**src/sv/gfcf_pkg.sv**
```systemverilog
// Package for the gated frequency counter filter.
// Holds shared widths, reset values and the control/status structs; no dependencies.
package gfcf_pkg;

   localparam int FILTER_DEPTH_DEF = 8;
   localparam int IN_W             = 16;
   localparam int FREQ_W           = 32;
   localparam int PROD_W           = IN_W + FREQ_W;
   localparam int DIV_CNT_W        = $clog2(PROD_W + 1);
   localparam int REQ_DATA_W       = 2 * IN_W;
   localparam int RSP_DATA_W       = 2 * FREQ_W;
   localparam int RSP_USER_W       = 1;

   localparam logic [FREQ_W-1:0] REF_CLOCK_RESET = 32'd1_000_000;

   // one microcode control word, as seen by the datapath
   typedef struct packed {
      logic accept;
      logic mul;
      logic ram_rd;
      logic div_load_q;
      logic div_load_f;
      logic div_step;
      logic update;
      logic publish;
   } ctl_type;

   // datapath flags tested by the sequencer's conditional jumps
   typedef struct packed {
      logic req_valid;
      logic gate_zero;
      logic div_more;
      logic out_busy;
   } status_type;

endpackage

```
**src/sv/gated_frequency_counter_filter.sv**
```systemverilog
// Gated frequency counter with moving-average filter, microcoded top level.
// Requests are handled one at a time: a new one is accepted only after the last result is
//   published; a zero gate skips the multiply and both divisions and goes straight to publish.
// The shared 1-bit/cycle divider serves both the frequency and the moving-average division.
// Reset: synchronous, active high; clears the filter, rate register (1 MHz) and output.
module gated_frequency_counter_filter #(
   parameter int FILTER_DEPTH = gfcf_pkg::FILTER_DEPTH_DEF
) (
   input  logic                             clock,
   input  logic                             reset,
   input  logic                             req_tvalid,
   output logic                             req_tready,
   input  logic [gfcf_pkg::REQ_DATA_W-1:0]  req_tdata,   // pulse_count, gate_ticks
   input  logic                             csr_we,
   input  logic [gfcf_pkg::FREQ_W-1:0]      csr_wdata,   // ref_clock_hz
   output logic                             rsp_tvalid,
   input  logic                             rsp_tready,
   output logic [gfcf_pkg::RSP_DATA_W-1:0]  rsp_tdata,   // frequency_hz, filtered_hz
   output logic [gfcf_pkg::RSP_USER_W-1:0]  rsp_tuser    // gate_error
);

   gfcf_pkg::ctl_type    ctl;
   gfcf_pkg::status_type status;

   gfcf_seq u_seq (
      .clock  (clock),
      .reset  (reset),
      .status (status),
      .ctl    (ctl)
   );

   gfcf_dp #(
      .FILTER_DEPTH (FILTER_DEPTH)
   ) u_dp (
      .clock      (clock),
      .reset      (reset),
      .ctl        (ctl),
      .status     (status),
      .req_tvalid (req_tvalid),
      .req_tready (req_tready),
      .req_tdata  (req_tdata),
      .csr_we     (csr_we),
      .csr_wdata  (csr_wdata),
      .rsp_tvalid (rsp_tvalid),
      .rsp_tready (rsp_tready),
      .rsp_tdata  (rsp_tdata),
      .rsp_tuser  (rsp_tuser)
   );

endmodule

```
**src/sv/gfcf_ram.sv**
```systemverilog
// Generic single-write, single-read RAM with registered read data.
// No dependencies.
module gfcf_ram #(
   parameter int WIDTH = 32,
   parameter int DEPTH = 8
) (
   input  logic                                      clock,
   input  logic                                      wr_en,
   input  logic [((DEPTH > 1) ? $clog2(DEPTH) : 1)-1:0] wr_addr,
   input  logic [WIDTH-1:0]                          wr_data,
   input  logic                                      rd_en,
   input  logic [((DEPTH > 1) ? $clog2(DEPTH) : 1)-1:0] rd_addr,
   output logic [WIDTH-1:0]                          rd_data
);

   logic [WIDTH-1:0] mem_ff [DEPTH];
   logic [WIDTH-1:0] rd_data_ff;

   always_ff @(posedge clock) begin
      if (wr_en) begin
         mem_ff[wr_addr] <= wr_data;
      end
      if (rd_en) begin
         rd_data_ff <= mem_ff[rd_addr];
      end
   end

   assign rd_data = rd_data_ff;

endmodule

```
**src/sv/gfcf_seq.sv**
```systemverilog
// Microcode sequencer: step counter, program ROM and conditional jumps.
// Depends on gfcf_pkg (ctl_type, status_type).
module gfcf_seq (
   input  logic                   clock,
   input  logic                   reset,
   input  gfcf_pkg::status_type   status,
   output gfcf_pkg::ctl_type      ctl
);

   typedef enum logic [3:0] {
      STEP_WAIT   = 4'd0,
      STEP_CHECK  = 4'd1,
      STEP_MUL    = 4'd2,
      STEP_QLOAD  = 4'd3,
      STEP_QRUN   = 4'd4,
      STEP_UPDATE = 4'd5,
      STEP_FLOAD  = 4'd6,
      STEP_FRUN   = 4'd7,
      STEP_PUB    = 4'd8
   } step_type;

   typedef enum logic [2:0] {
      COND_NONE      = 3'd0,
      COND_NO_REQ    = 3'd1,
      COND_GATE_ZERO = 3'd2,
      COND_DIV_MORE  = 3'd3,
      COND_OUT_BUSY  = 3'd4
   } cond_type;

   typedef struct packed {
      gfcf_pkg::ctl_type ctl;
      cond_type          cond;
      step_type          target;
   } uword_type;

   function automatic uword_type rom(input step_type step);
      uword_type w;
      w = '{ctl: '0, cond: COND_NONE, target: STEP_WAIT};
      unique case (step)
         STEP_WAIT: begin
            w.ctl.accept = 1'b1;
            w.cond       = COND_NO_REQ;
            w.target     = STEP_WAIT;
         end
         STEP_CHECK: begin
            w.cond   = COND_GATE_ZERO;
            w.target = STEP_PUB;
         end
         STEP_MUL: begin
            w.ctl.mul    = 1'b1;
            w.ctl.ram_rd = 1'b1;
         end
         STEP_QLOAD: begin
            w.ctl.div_load_q = 1'b1;
         end
         STEP_QRUN: begin
            w.ctl.div_step = 1'b1;
            w.cond         = COND_DIV_MORE;
            w.target       = STEP_QRUN;
         end
         STEP_UPDATE: begin
            w.ctl.update = 1'b1;
         end
         STEP_FLOAD: begin
            w.ctl.div_load_f = 1'b1;
         end
         STEP_FRUN: begin
            w.ctl.div_step = 1'b1;
            w.cond         = COND_DIV_MORE;
            w.target       = STEP_FRUN;
         end
         STEP_PUB: begin
            w.ctl.publish = 1'b1;
            w.cond        = COND_OUT_BUSY;
            w.target      = STEP_PUB;
         end
         default: begin
            w.target = STEP_WAIT;
            w.cond   = COND_NONE;
         end
      endcase
      return w;
   endfunction

   step_type  step_ff;
   step_type  step_in;
   uword_type uword;
   logic      take_jump;

   always_comb begin
      uword = rom(step_ff);
      unique case (uword.cond)
         COND_NONE:      take_jump = 1'b0;
         COND_NO_REQ:    take_jump = !status.req_valid;
         COND_GATE_ZERO: take_jump = status.gate_zero;
         COND_DIV_MORE:  take_jump = status.div_more;
         COND_OUT_BUSY:  take_jump = status.out_busy;
         default:        take_jump = 1'b0;
      endcase
      if (take_jump) begin
         step_in = uword.target;
      end else if (step_ff == STEP_PUB) begin
         step_in = STEP_WAIT;
      end else begin
         step_in = step_type'(step_ff + 4'd1);
      end
   end

   always_ff @(posedge clock) begin
      if (reset) begin
         step_ff <= STEP_WAIT;
      end else begin
         step_ff <= step_in;
      end
   end

   assign ctl = uword.ctl;

endmodule

```
**src/sv/gfcf_dp.sv**
```systemverilog
// Datapath: input/output registers, multiplier, shared restoring divider, filter ring.
// Depends on gfcf_pkg and gfcf_ram.
module gfcf_dp #(
   parameter int FILTER_DEPTH = gfcf_pkg::FILTER_DEPTH_DEF
) (
   input  logic                                clock,
   input  logic                                reset,
   input  gfcf_pkg::ctl_type                   ctl,
   output gfcf_pkg::status_type                status,
   input  logic                                req_tvalid,
   output logic                                req_tready,
   input  logic [gfcf_pkg::REQ_DATA_W-1:0]     req_tdata,
   input  logic                                csr_we,
   input  logic [gfcf_pkg::FREQ_W-1:0]         csr_wdata,
   output logic                                rsp_tvalid,
   input  logic                                rsp_tready,
   output logic [gfcf_pkg::RSP_DATA_W-1:0]     rsp_tdata,
   output logic [gfcf_pkg::RSP_USER_W-1:0]     rsp_tuser
);

   localparam int IN_W      = gfcf_pkg::IN_W;
   localparam int FREQ_W    = gfcf_pkg::FREQ_W;
   localparam int PROD_W    = gfcf_pkg::PROD_W;
   localparam int DCNT_W    = gfcf_pkg::DIV_CNT_W;
   localparam int SLOT_W    = (FILTER_DEPTH > 1) ? $clog2(FILTER_DEPTH) : 1;
   localparam int CNT_W     = $clog2(FILTER_DEPTH + 1);
   localparam int SUM_W     = FREQ_W + $clog2(FILTER_DEPTH);
   localparam int SUM_SHIFT = PROD_W - SUM_W;

   localparam logic [CNT_W-1:0]  FILL_FULL = CNT_W'(FILTER_DEPTH);
   localparam logic [SLOT_W-1:0] SLOT_LAST = SLOT_W'(FILTER_DEPTH - 1);

   logic [FREQ_W-1:0]     ref_ff;
   logic [IN_W-1:0]       count_ff, gate_ff;
   logic [PROD_W-1:0]     prod_ff;
   logic [PROD_W-1:0]     quo_ff, quo_in;
   logic [IN_W-1:0]       rem_ff, rem_in;
   logic [IN_W-1:0]       dsr_ff, dsr_in;
   logic [DCNT_W-1:0]     dcnt_ff, dcnt_in;
   logic [FREQ_W-1:0]     freq_ff;
   logic [SUM_W-1:0]      sum_ff, sum_in;
   logic [CNT_W-1:0]      fill_ff, fill_in;
   logic [SLOT_W-1:0]     slot_ff, slot_in;
   logic                  rsp_valid_ff, rsp_valid_in;
   logic [gfcf_pkg::RSP_DATA_W-1:0] rsp_data_ff;
   logic                  rsp_err_ff;

   logic                  req_fire;
   logic                  full;
   logic                  out_busy;
   logic                  do_pub;
   logic [IN_W+1:0]       trial;
   logic                  trial_ge;
   logic [FREQ_W-1:0]     freq_sat;
   logic [FREQ_W-1:0]     old_freq;

   assign req_tready = ctl.accept && !reset;
   assign req_fire   = req_tvalid && req_tready;
   assign full       = (fill_ff == FILL_FULL);
   assign out_busy   = rsp_valid_ff && !rsp_tready;
   assign do_pub     = ctl.publish && !out_busy;
   assign freq_sat   = (|quo_ff[PROD_W-1:FREQ_W]) ? '1 : quo_ff[FREQ_W-1:0];

   assign status.req_valid = req_tvalid;
   assign status.gate_zero = (gate_ff == '0);
   assign status.div_more  = (dcnt_ff > DCNT_W'(1));
   assign status.out_busy  = out_busy;

   // one restoring division bit per step
   assign trial    = {1'b0, rem_ff, quo_ff[PROD_W-1]} - {2'b00, dsr_ff};
   assign trial_ge = !trial[IN_W+1];

   gfcf_ram #(
      .WIDTH (FREQ_W),
      .DEPTH (FILTER_DEPTH)
   ) u_hist (
      .clock   (clock),
      .wr_en   (ctl.update),
      .wr_addr (slot_ff),
      .wr_data (freq_sat),
      .rd_en   (ctl.ram_rd),
      .rd_addr (slot_ff),
      .rd_data (old_freq)
   );

   always_comb begin
      quo_in  = quo_ff;
      rem_in  = rem_ff;
      dsr_in  = dsr_ff;
      dcnt_in = dcnt_ff;
      if (ctl.div_load_q) begin
         quo_in  = prod_ff;
         rem_in  = '0;
         dsr_in  = gate_ff;
         dcnt_in = DCNT_W'(PROD_W);
      end else if (ctl.div_load_f) begin
         quo_in  = PROD_W'(sum_ff) << SUM_SHIFT;
         rem_in  = '0;
         dsr_in  = IN_W'(fill_ff);
         dcnt_in = DCNT_W'(SUM_W);
      end else if (ctl.div_step) begin
         quo_in  = {quo_ff[PROD_W-2:0], trial_ge};
         rem_in  = trial_ge ? trial[IN_W-1:0] : {rem_ff[IN_W-2:0], quo_ff[PROD_W-1]};
         dcnt_in = dcnt_ff - DCNT_W'(1);
      end
   end

   always_comb begin
      sum_in  = sum_ff;
      fill_in = fill_ff;
      slot_in = slot_ff;
      if (ctl.update) begin
         sum_in  = (full ? (sum_ff - SUM_W'(old_freq)) : sum_ff) + SUM_W'(freq_sat);
         fill_in = full ? fill_ff : (fill_ff + CNT_W'(1));
         slot_in = (slot_ff == SLOT_LAST) ? '0 : (slot_ff + SLOT_W'(1));
      end
   end

   always_comb begin
      rsp_valid_in = rsp_valid_ff && !rsp_tready;
      if (do_pub) begin
         rsp_valid_in = 1'b1;
      end
   end

   always_ff @(posedge clock) begin
      if (reset) begin
         ref_ff       <= gfcf_pkg::REF_CLOCK_RESET;
         sum_ff       <= '0;
         fill_ff      <= '0;
         slot_ff      <= '0;
         dcnt_ff      <= '0;
         rsp_valid_ff <= 1'b0;
      end else begin
         if (csr_we) begin
            ref_ff <= csr_wdata;
         end
         sum_ff       <= sum_in;
         fill_ff      <= fill_in;
         slot_ff      <= slot_in;
         dcnt_ff      <= dcnt_in;
         rsp_valid_ff <= rsp_valid_in;
      end
   end

   always_ff @(posedge clock) begin
      if (req_fire) begin
         count_ff <= req_tdata[IN_W-1:0];
         gate_ff  <= req_tdata[2*IN_W-1:IN_W];
      end
      if (ctl.mul) begin
         prod_ff <= PROD_W'(count_ff) * PROD_W'(ref_ff);
      end
      if (ctl.update) begin
         freq_ff <= freq_sat;
      end
      quo_ff <= quo_in;
      rem_ff <= rem_in;
      dsr_ff <= dsr_in;
      if (do_pub) begin
         rsp_err_ff  <= status.gate_zero;
         rsp_data_ff <= status.gate_zero ? '0 : {quo_ff[FREQ_W-1:0], freq_ff};
      end
   end

   assign rsp_tvalid = rsp_valid_ff;
   assign rsp_tdata  = rsp_data_ff;
   assign rsp_tuser  = rsp_err_ff;

endmodule

```
**config.mk**
```make
export PLATFORM = sky130hd
export DESIGN_NAME = gated_frequency_counter_filter
export DESIGN_NICKNAME = d
export VERILOG_FILES = /design/src/sv/gfcf_pkg.sv /design/src/sv/gated_frequency_counter_filter.sv /design/src/sv/gfcf_ram.sv /design/src/sv/gfcf_seq.sv /design/src/sv/gfcf_dp.sv
export SDC_FILE = /design/constraint.sdc
export NUM_CORES = 2
export LEC_CHECK = 0
export BUFFER_PORTS_ARGS = -buffer_cell sky130_fd_sc_hd__buf_4
export CELL_PAD_IN_SITES_DETAIL_PLACEMENT = 2
export CELL_PAD_IN_SITES_GLOBAL_PLACEMENT = 2
export CORE_MARGIN = 2
export CORE_UTILIZATION = 30
export CTS_CLUSTER_SIZE = 10
export DETAILED_ROUTE_END_ITERATION = 16
export PLACE_DENSITY_LB_ADDON = 0.1
export SETUP_SLACK_MARGIN = 0.15
export SLEW_MARGIN = 20
export SYNTH_ARGS = -nofsm -noshare
export SYNTH_HDL_FRONTEND = slang
export SYNTH_SLANG_ARGS = --single-unit
```
**constraint.sdc**
```tcl
create_clock -name clock -period 9 [get_ports clock]
set_input_delay 0.9 -clock clock [delete_from_list [all_inputs] [get_ports clock]]
set_output_delay 0.9 -clock clock [all_outputs]
set_load 0.005 [all_outputs]
```
; Yosys cells after proc, flatten, opt, wreduce, memory -nomap -nowiden
; Memories as Yosys holds them, arrays and structs flattened. A register that Yosys moved wholly into a read port is not among the register bits.
; Cells that the tools add are included.
[word_totals]
register_bits = 342
ram_bits = 256
in_bits = 69
output_inout_bits = 67
word_cells = 89
mem_count = 1
[mem_list]
columns = name, depth, word_bits, read_ports, rd_clocked_by_memory_dff, write_ports, line
row1 = u_dp.u_hist.mem_ff, 8, 32, 1, 1, 1, gfcf_ram.sv:16  ; logic [WIDTH-1:0] mem_ff [DEPTH];
[op_classes]
add_sub_neg = 7
mul = 1
magnitude_cmp = 1
eq_ne = 14
muxes = 26
bitwise_logic = 1
reduce_logical = 20
[op_table]
columns = cell, n
row1 = 48-bit 2-to-1 mux, 3
row2 = 16-bit by 32-bit multiplier with 48-bit output, 1
row3 = 16-bit 2-to-1 mux, 3
row4 = 35-bit by 32-bit adder with 35-bit output, 1
row5 = 35-bit 2-to-1 mux, 1
row6 = 7-bit case mux with 5 select lines, 1
row7 = 35-bit by 32-bit subtractor with 35-bit output, 1
row8 = 32-bit 2-to-1 mux, 1
row9 = 6-bit 2-to-1 mux, 3
row10 = 17-bit by 16-bit subtractor with 18-bit output, 1
row11 = "4-bit by 3-bit equality test with 1-bit output, second input constant", 4
row12 = 16-bit zero test, 1
row13 = 16-bit OR reduction, 1
row14 = 1-bit 2-to-1 mux, 9
row15 = "4-bit by 1-bit adder with 4-bit output, second input constant", 2
row16 = "4-bit by 2-bit equality test with 1-bit output, second input constant", 2
row17 = "4-bit equality test, second input constant", 2
row18 = 4-bit 2-to-1 mux, 2
row19 = "3-bit by 2-bit equality test with 1-bit output, second input constant", 2
row20 = "3-bit equality test, second input constant", 2
row21 = "6-bit by 1-bit greater-than comparator with 1-bit output, second input constant", 1
row22 = 2-bit OR reduction, 3
row23 = "6-bit by 1-bit subtractor with 6-bit output, second input constant", 1
row24 = 1-bit zero test, 5
row25 = other kinds (13), 17

; Logic depth before layout (Yosys ltp)
[depth]
ltp_word = 6
ltp_mapped = 25
mapped_depth_nobuf = 25

; Modules after synthesis
; From an unflattened synthesis, not the netlist that was laid out.
[hier_totals]
cells_unflattened = 3894
hier_area_um2 = 44310.0
[by_module_without_submodules]
columns = mod, instances, cells_per_inst, area_each_um2, seq_area_each_um2
row1 = gfcf_dp, 1, 3427, 33086.7, 9178.8
row2 = gfcf_ram, 1, 415, 10786.6, 8648.3
row3 = gfcf_seq, 1, 52, 436.7, 80.1

; Worst setup path before layout
; No wires, ideal clock.
[synth_timing]
path_kind = register to register
start = register u_dp.count_ff[1]
end = register u_dp.prod_ff[47], data pin
setup_ns = 0.258
arrival_time_ns = 6.144
required_ns = 8.742
path_slack_ns = 2.598
stages_incl_launch_ff = 25
n_path_buf = 2
period_less_slack_ns = 6.402
path_cell_list = edfxtp_1 -> clkbuf_1 -> nand2_1 -> fa_1 -> inv_1 -> fa_1 -> inv_1 -> fa_1 -> inv_1 -> fa_1 -> fa_1 -> inv_1 -> fa_1 -> inv_1 -> ha_1 -> clkbuf_1 -> a21o_1 -> a21o_1 -> a21o_1 -> a21o_1 -> a211o_1 -> o221ai_1 -> o21ai_0 -> o41a_1 -> xnor2_1
[synth_between]
elab_chain_cells = 1
[synth_rtl]
columns = element, line
row1 = from (decl), gfcf_dp.sv:34  ; logic [IN_W-1:0] count_ff, gate_ff;
row2 = from (signal assigned), gfcf_dp.sv:148  ; count_ff <= req_tdata[IN_W-1:0];
row3 = 16-bit by 32-bit multiplier with 48-bit output, gfcf_dp.sv:152  ; prod_ff <= PROD_W'(count_ff) * PROD_W'(ref_ff);
row4 = to (signal assigned), gfcf_dp.sv:152
row5 = to (decl), gfcf_dp.sv:35  ; logic [PROD_W-1:0] prod_ff;
; No other way between the ends.
; A chain may end at the register's enable or synchronous reset.

; Worst setup path after layout
[layout_timing]
start = register u_dp.count_ff[7]
end = register u_dp.prod_ff[42], data pin
; The elaborated chain is that of the path after synthesis.

==> impl_metrics.ini <==
[yosys]
async_flop_share_pct = 0
synth-seq-area-share_pct = 41.4
synthesis.instances = 3963
ys_top_cells_by_area = sky130_fd_sc_hd__edfxtp_1 37%, sky130_fd_sc_hd__fa_1 19%, sky130_fd_sc_hd__ha_1 6.1%
synth-seq-cells = 630
post_synth.cell_area_avg_um2 = 10.9
synthDistinctLibCells = 77
yosysWarningCount = 0
syn-num-nets = 4663
post_synthesis_cell_type_with_the_largest_combined_area = sky130_fd_sc_hd__edfxtp_1
mappedNetlistArea_um2 = 43200
synth_top_flop_cell = sky130_fd_sc_hd__edfxtp_1
synth_top_area_share_pct = 36.7
synth_enable_flop_cells = 529

[clock_tree]
worst_skew_pair.late_latency_ps = 690
clk_pin_slew_ps = 60
cts.htree.levels = 3
count_of_instances_resized_after_the_clock_tree_is_built = 0
cts_sinks = 630
cts.repair_timing.setup_buffer_count = 0
tritoncts = built
cts_inserted_buffers = 81
cts_root_buf = sky130_fd_sc_hd__clkbuf_16
clock_tree.buffer_depth = 3
cts_hold_buffers = 0

[global_routing]
global_route_total_usage_across_every_layer_pct = 19.4
grt_max_degree = 86
grt_pass1_vias = 32800
global_route_wire_length_before_repair_um = 214000
global_route_congestion_overflow_total = 0
antenna_violations_before_repair = 5

[sta]
period_utilization_post_route_pct = 83.2
final.setup.worst_slack_ps = 1510
min_period_ps = 7490
timing.final.setup_violations = 0
fin_skew_ps = 36.4
total_negative_slack_ps = 0
clock.fmax_mhz = 134
timing.final.max_slew_violations = 0
transition_time_at_the_pin_with_the_least_slew_margin_ps = 1140
report.final.hold_viol_count = 0
max_slew_margin_pct = 23.9
rsz0062_at_grt = no

[status]
run_status = finished clean

[worst_setup_path]
timing.rr.end = u_dp.prod_ff[42]
reg2reg_slack_ps = 1510
path_buf_inv = 5
crit_type = register to register
worst-endpoint-arrival_ps = 7980
critPathSlowestCell = sky130_fd_sc_hd__edfxtp_1
critical_path.startpoint_type = register
timing.critical_path.max_delay_family = adder cells
cpMostUsedCell = sky130_fd_sc_hd__fa_1
critical-path-max-stage-delay_ps = 1000
ff2ff_path_depth = 23
worstPathRequired_ps = 9490
cp_cell_sequence = buf_4 > nand2_1 > fa_1 > inv_1 > fa_1 > fa_1 > fa_1 > fa_1 > inv_1 > fa_1 > inv_1 > ha_1 > a2111oi_0 > o21ai_0 > o21ai_0 > a311oi_1 > nor3_1 > buf_4 > o21a_1 > o211ai_1 > a21oi_1 > nand3_1 > o211ai_1
critPathCaptureType = register
worst_r2r_start = u_dp.count_ff[7]
critPathMaxFanout = 20

[finish]
final_nets = 4761
final_layout_size_suffix_gt1_share_pct = 9.09
area_growth_syn_to_layout_pct = 13.3
fin_cells = 6019
layout.filler_cells = 15400
layout.core_utilization_pct = 34.2

[hold_path]
holdCritPathClass = primary input to register
timing.hold.worst.start = req_tdata[5]
holdPathStages = 1
hold_end = u_dp.count_ff[5]

[place]
dp_worst_setup_slack_ps = 1360
dp_hpwl_um = 103000
placement.io_buffers = 135
place_inst = 5879
place.gp.congestion = 0.816

[floorplanning]
die_x_um = 384
site_row_count = 139
die_area_um2 = 147000
floorplan.initialDensity_pct = 30.2
die_height_um = 384
floorplan.io_pins = 136
core_area_um2 = 143000

[power_and_ir_drop]
cellLeakagePower_nw = 19.1
power-per-cell-area_nw_per_um2 = 398
peakVddDrop_mv = 0.465
totalPowerFinal_w = 0.0195

[detailed_routing]
met3_wirelength_um = 3960
remaining_antenna_violation_count = 0
via_per_inst = 4.87
remaining_drc_errors = 0
detailroute.wirelength.met2_um = 67000
met1Wirelength_um = 67700
detailroute.via_count = 29300
route.top_layer_used = met4
wl_per_cell_um = 23.4
wirelength_um = 141000
drtIter0Drc = 1401
dr.pass1.iters = 5

[flow_run]
cap_violations = 0
==> Yosys cell counts, types with 5 or more instances <==
library cell	number
sky130_fd_sc_hd__nor4_1	12
sky130_fd_sc_hd__a211oi_1	14
sky130_fd_sc_hd__nor2b_1	15
sky130_fd_sc_hd__mux2i_1	82
sky130_fd_sc_hd__xor2_1	28
sky130_fd_sc_hd__and2_1	280
sky130_fd_sc_hd__buf_1	5
sky130_fd_sc_hd__o21ai_0	144
sky130_fd_sc_hd__nand2_1	507
sky130_fd_sc_hd__o211ai_1	13
sky130_fd_sc_hd__nand3b_1	5
sky130_fd_sc_hd__o21bai_1	18
sky130_fd_sc_hd__xnor2_1	77
sky130_fd_sc_hd__a22o_1	15
sky130_fd_sc_hd__nand4_1	43
sky130_fd_sc_hd__nor2_1	121
sky130_fd_sc_hd__dfxtp_1	101
sky130_fd_sc_hd__a2111oi_0	7
sky130_fd_sc_hd__nand3_1	31
sky130_fd_sc_hd__edfxtp_1	529
sky130_fd_sc_hd__a21boi_0	8
sky130_fd_sc_hd__nand2b_1	11
sky130_fd_sc_hd__nor3b_1	6
sky130_fd_sc_hd__inv_1	532
sky130_fd_sc_hd__a22oi_1	129
sky130_fd_sc_hd__clkbuf_1	176
sky130_fd_sc_hd__nor3_1	35
sky130_fd_sc_hd__a21o_1	54
sky130_fd_sc_hd__and3_1	30
sky130_fd_sc_hd__or2_2	38
sky130_fd_sc_hd__ha_1	210
sky130_fd_sc_hd__or3_1	13
sky130_fd_sc_hd__fa_1	421
sky130_fd_sc_hd__a31oi_1	10
sky130_fd_sc_hd__o31ai_1	7
sky130_fd_sc_hd__o21a_1	30
sky130_fd_sc_hd__a21oi_1	141
==> report_power, final <==
group	switching [W]	internal, W	leakage [nW]
logic	0.00702	0.00507	13.4
registers	0.000266	0.00404	4.46
clock network	0.00130	0.00181	1.20
==> cell type report <==
cell class              instances  area, um2  share of cell area (%)
clock buffers                 113       2230                    4.55
clock inverters                23        245                   0.501
repair buffers                198       1510                    3.08
flip-flops and latches        630      17900                    36.6
diodes                          2       5.00                  0.0102
multi-input cells            2618      22700                    46.4
well taps                    1903       2380                    4.86
inverters                     532       2000                    4.08
==> cell usage in the layout (no fill, tap or decap), drive strengths merged, types with 5 or more instances in the layout <==
cell       n
a21boi     9
edfxtp   529
clkinv    16
a21o      54
or2       38
a22oi    129
o31a       5
clkbuf   113
nor2b     15
mux2i     82
nor3      35
ha       210
a21oi    142
nor2     121
nand2b    11
nand3b     5
o21a      30
nand2    507
buf      198
dfxtp    101
nor4      12
inv      535
and3      30
a211oi    15
xnor2     77
xor2      28
or3       13
a22o      15
a31oi     10
o21ai    149
o31ai      7
and2     281
fa       421
o211ai    13
nand3     31
a2111oi    7
nor3b      6
nand4     43
o21bai    19
==> metrics by stage <==
stage / instance area (um2) / hold slack, ps
2_1_floorplan: 43200 / 441
3_3_place_gp: 46500 / 467
3_5_place_dp: 46500 / 480
4_1_cts: 48900 / 325
5_1_grt: 49000 / 359
6_report: 49000 / 390
==> state kept, by name (all words and copies together), names as in the netlist, 4 cells and up <==
signal / cells
u_dp.rem_ff: 16
u_dp.rsp_tdata: 64
u_dp.freq_ff: 32
u_dp.u_hist.rd_data: 32
u_dp.quo_ff: 48
u_dp.fill_ff: 4
u_dp.dsr_ff: 16
u_dp.ref_ff: 32
u_dp.sum_ff: 35
u_dp.gate_ff: 16
u_seq.step_ff: 4
u_dp.dcnt_ff: 6
u_dp.prod_ff: 48
u_dp.u_hist.mem_ff: 256
u_dp.count_ff: 16
==> logic make-up after synthesis <==
| kind of cell | count (synthesis) | share of synthesized area [%] |
|---|---|---|
| xor+xnor | 105 | 2.13 |
| compound gates | 639 | 9.67 |
| simple gates | 1158 | 13.0 |
| mux | 85 | 1.98 |
| flops | 630 | 41.4 |
| buf+inv | 715 | 6.21 |
| fa+ha+maj | 631 | 25.6 |
==> layer usage <==
| metal | vias up | GRT usage [%] |
|---|---|---|
| met2 | 338 | 32.5 |
| met3 | 122 | 2.09 |
| li1 | 13500 | - |
| met5 | - | 0 |
| met1 | 15300 | 26.9 |
| met4 | 0 | 4.11 |
==> worst register-to-register path, cell delays in order, from the launching register on <==
cell and delay [ps]:
sky130_fd_sc_hd__edfxtp_1 1000, sky130_fd_sc_hd__buf_4 300, sky130_fd_sc_hd__nand2_1 90, sky130_fd_sc_hd__fa_1 580, sky130_fd_sc_hd__inv_1 50, sky130_fd_sc_hd__fa_1 490, sky130_fd_sc_hd__fa_1 580, sky130_fd_sc_hd__fa_1 440
sky130_fd_sc_hd__fa_1 490, sky130_fd_sc_hd__inv_1 50, sky130_fd_sc_hd__fa_1 470, sky130_fd_sc_hd__inv_1 40, sky130_fd_sc_hd__ha_1 350, sky130_fd_sc_hd__a2111oi_0 400, sky130_fd_sc_hd__o21ai_0 170, sky130_fd_sc_hd__o21ai_0 140
sky130_fd_sc_hd__a311oi_1 120, sky130_fd_sc_hd__nor3_1 410, sky130_fd_sc_hd__buf_4 230, sky130_fd_sc_hd__o21a_1 170, sky130_fd_sc_hd__o211ai_1 140, sky130_fd_sc_hd__a21oi_1 330, sky130_fd_sc_hd__nand3_1 140, sky130_fd_sc_hd__o211ai_1 130
==> worst max path at each step <==
stage	cells after the start	end	from	slack (ps)
after floorplan	24	u_dp.prod_ff[47]	u_dp.count_ff[1]	2600
after global placement	22	u_dp.prod_ff[42]	u_dp.count_ff[7]	1550
after detailed placement	22	u_dp.prod_ff[42]	u_dp.count_ff[7]	1360
after CTS	22	u_dp.prod_ff[42]	u_dp.count_ff[7]	1320
after global routing	23	u_dp.prod_ff[42]	u_dp.count_ff[7]	1000
final	23	u_dp.prod_ff[42]	u_dp.count_ff[7]	1510
Power figures use the tool's default switching activity.
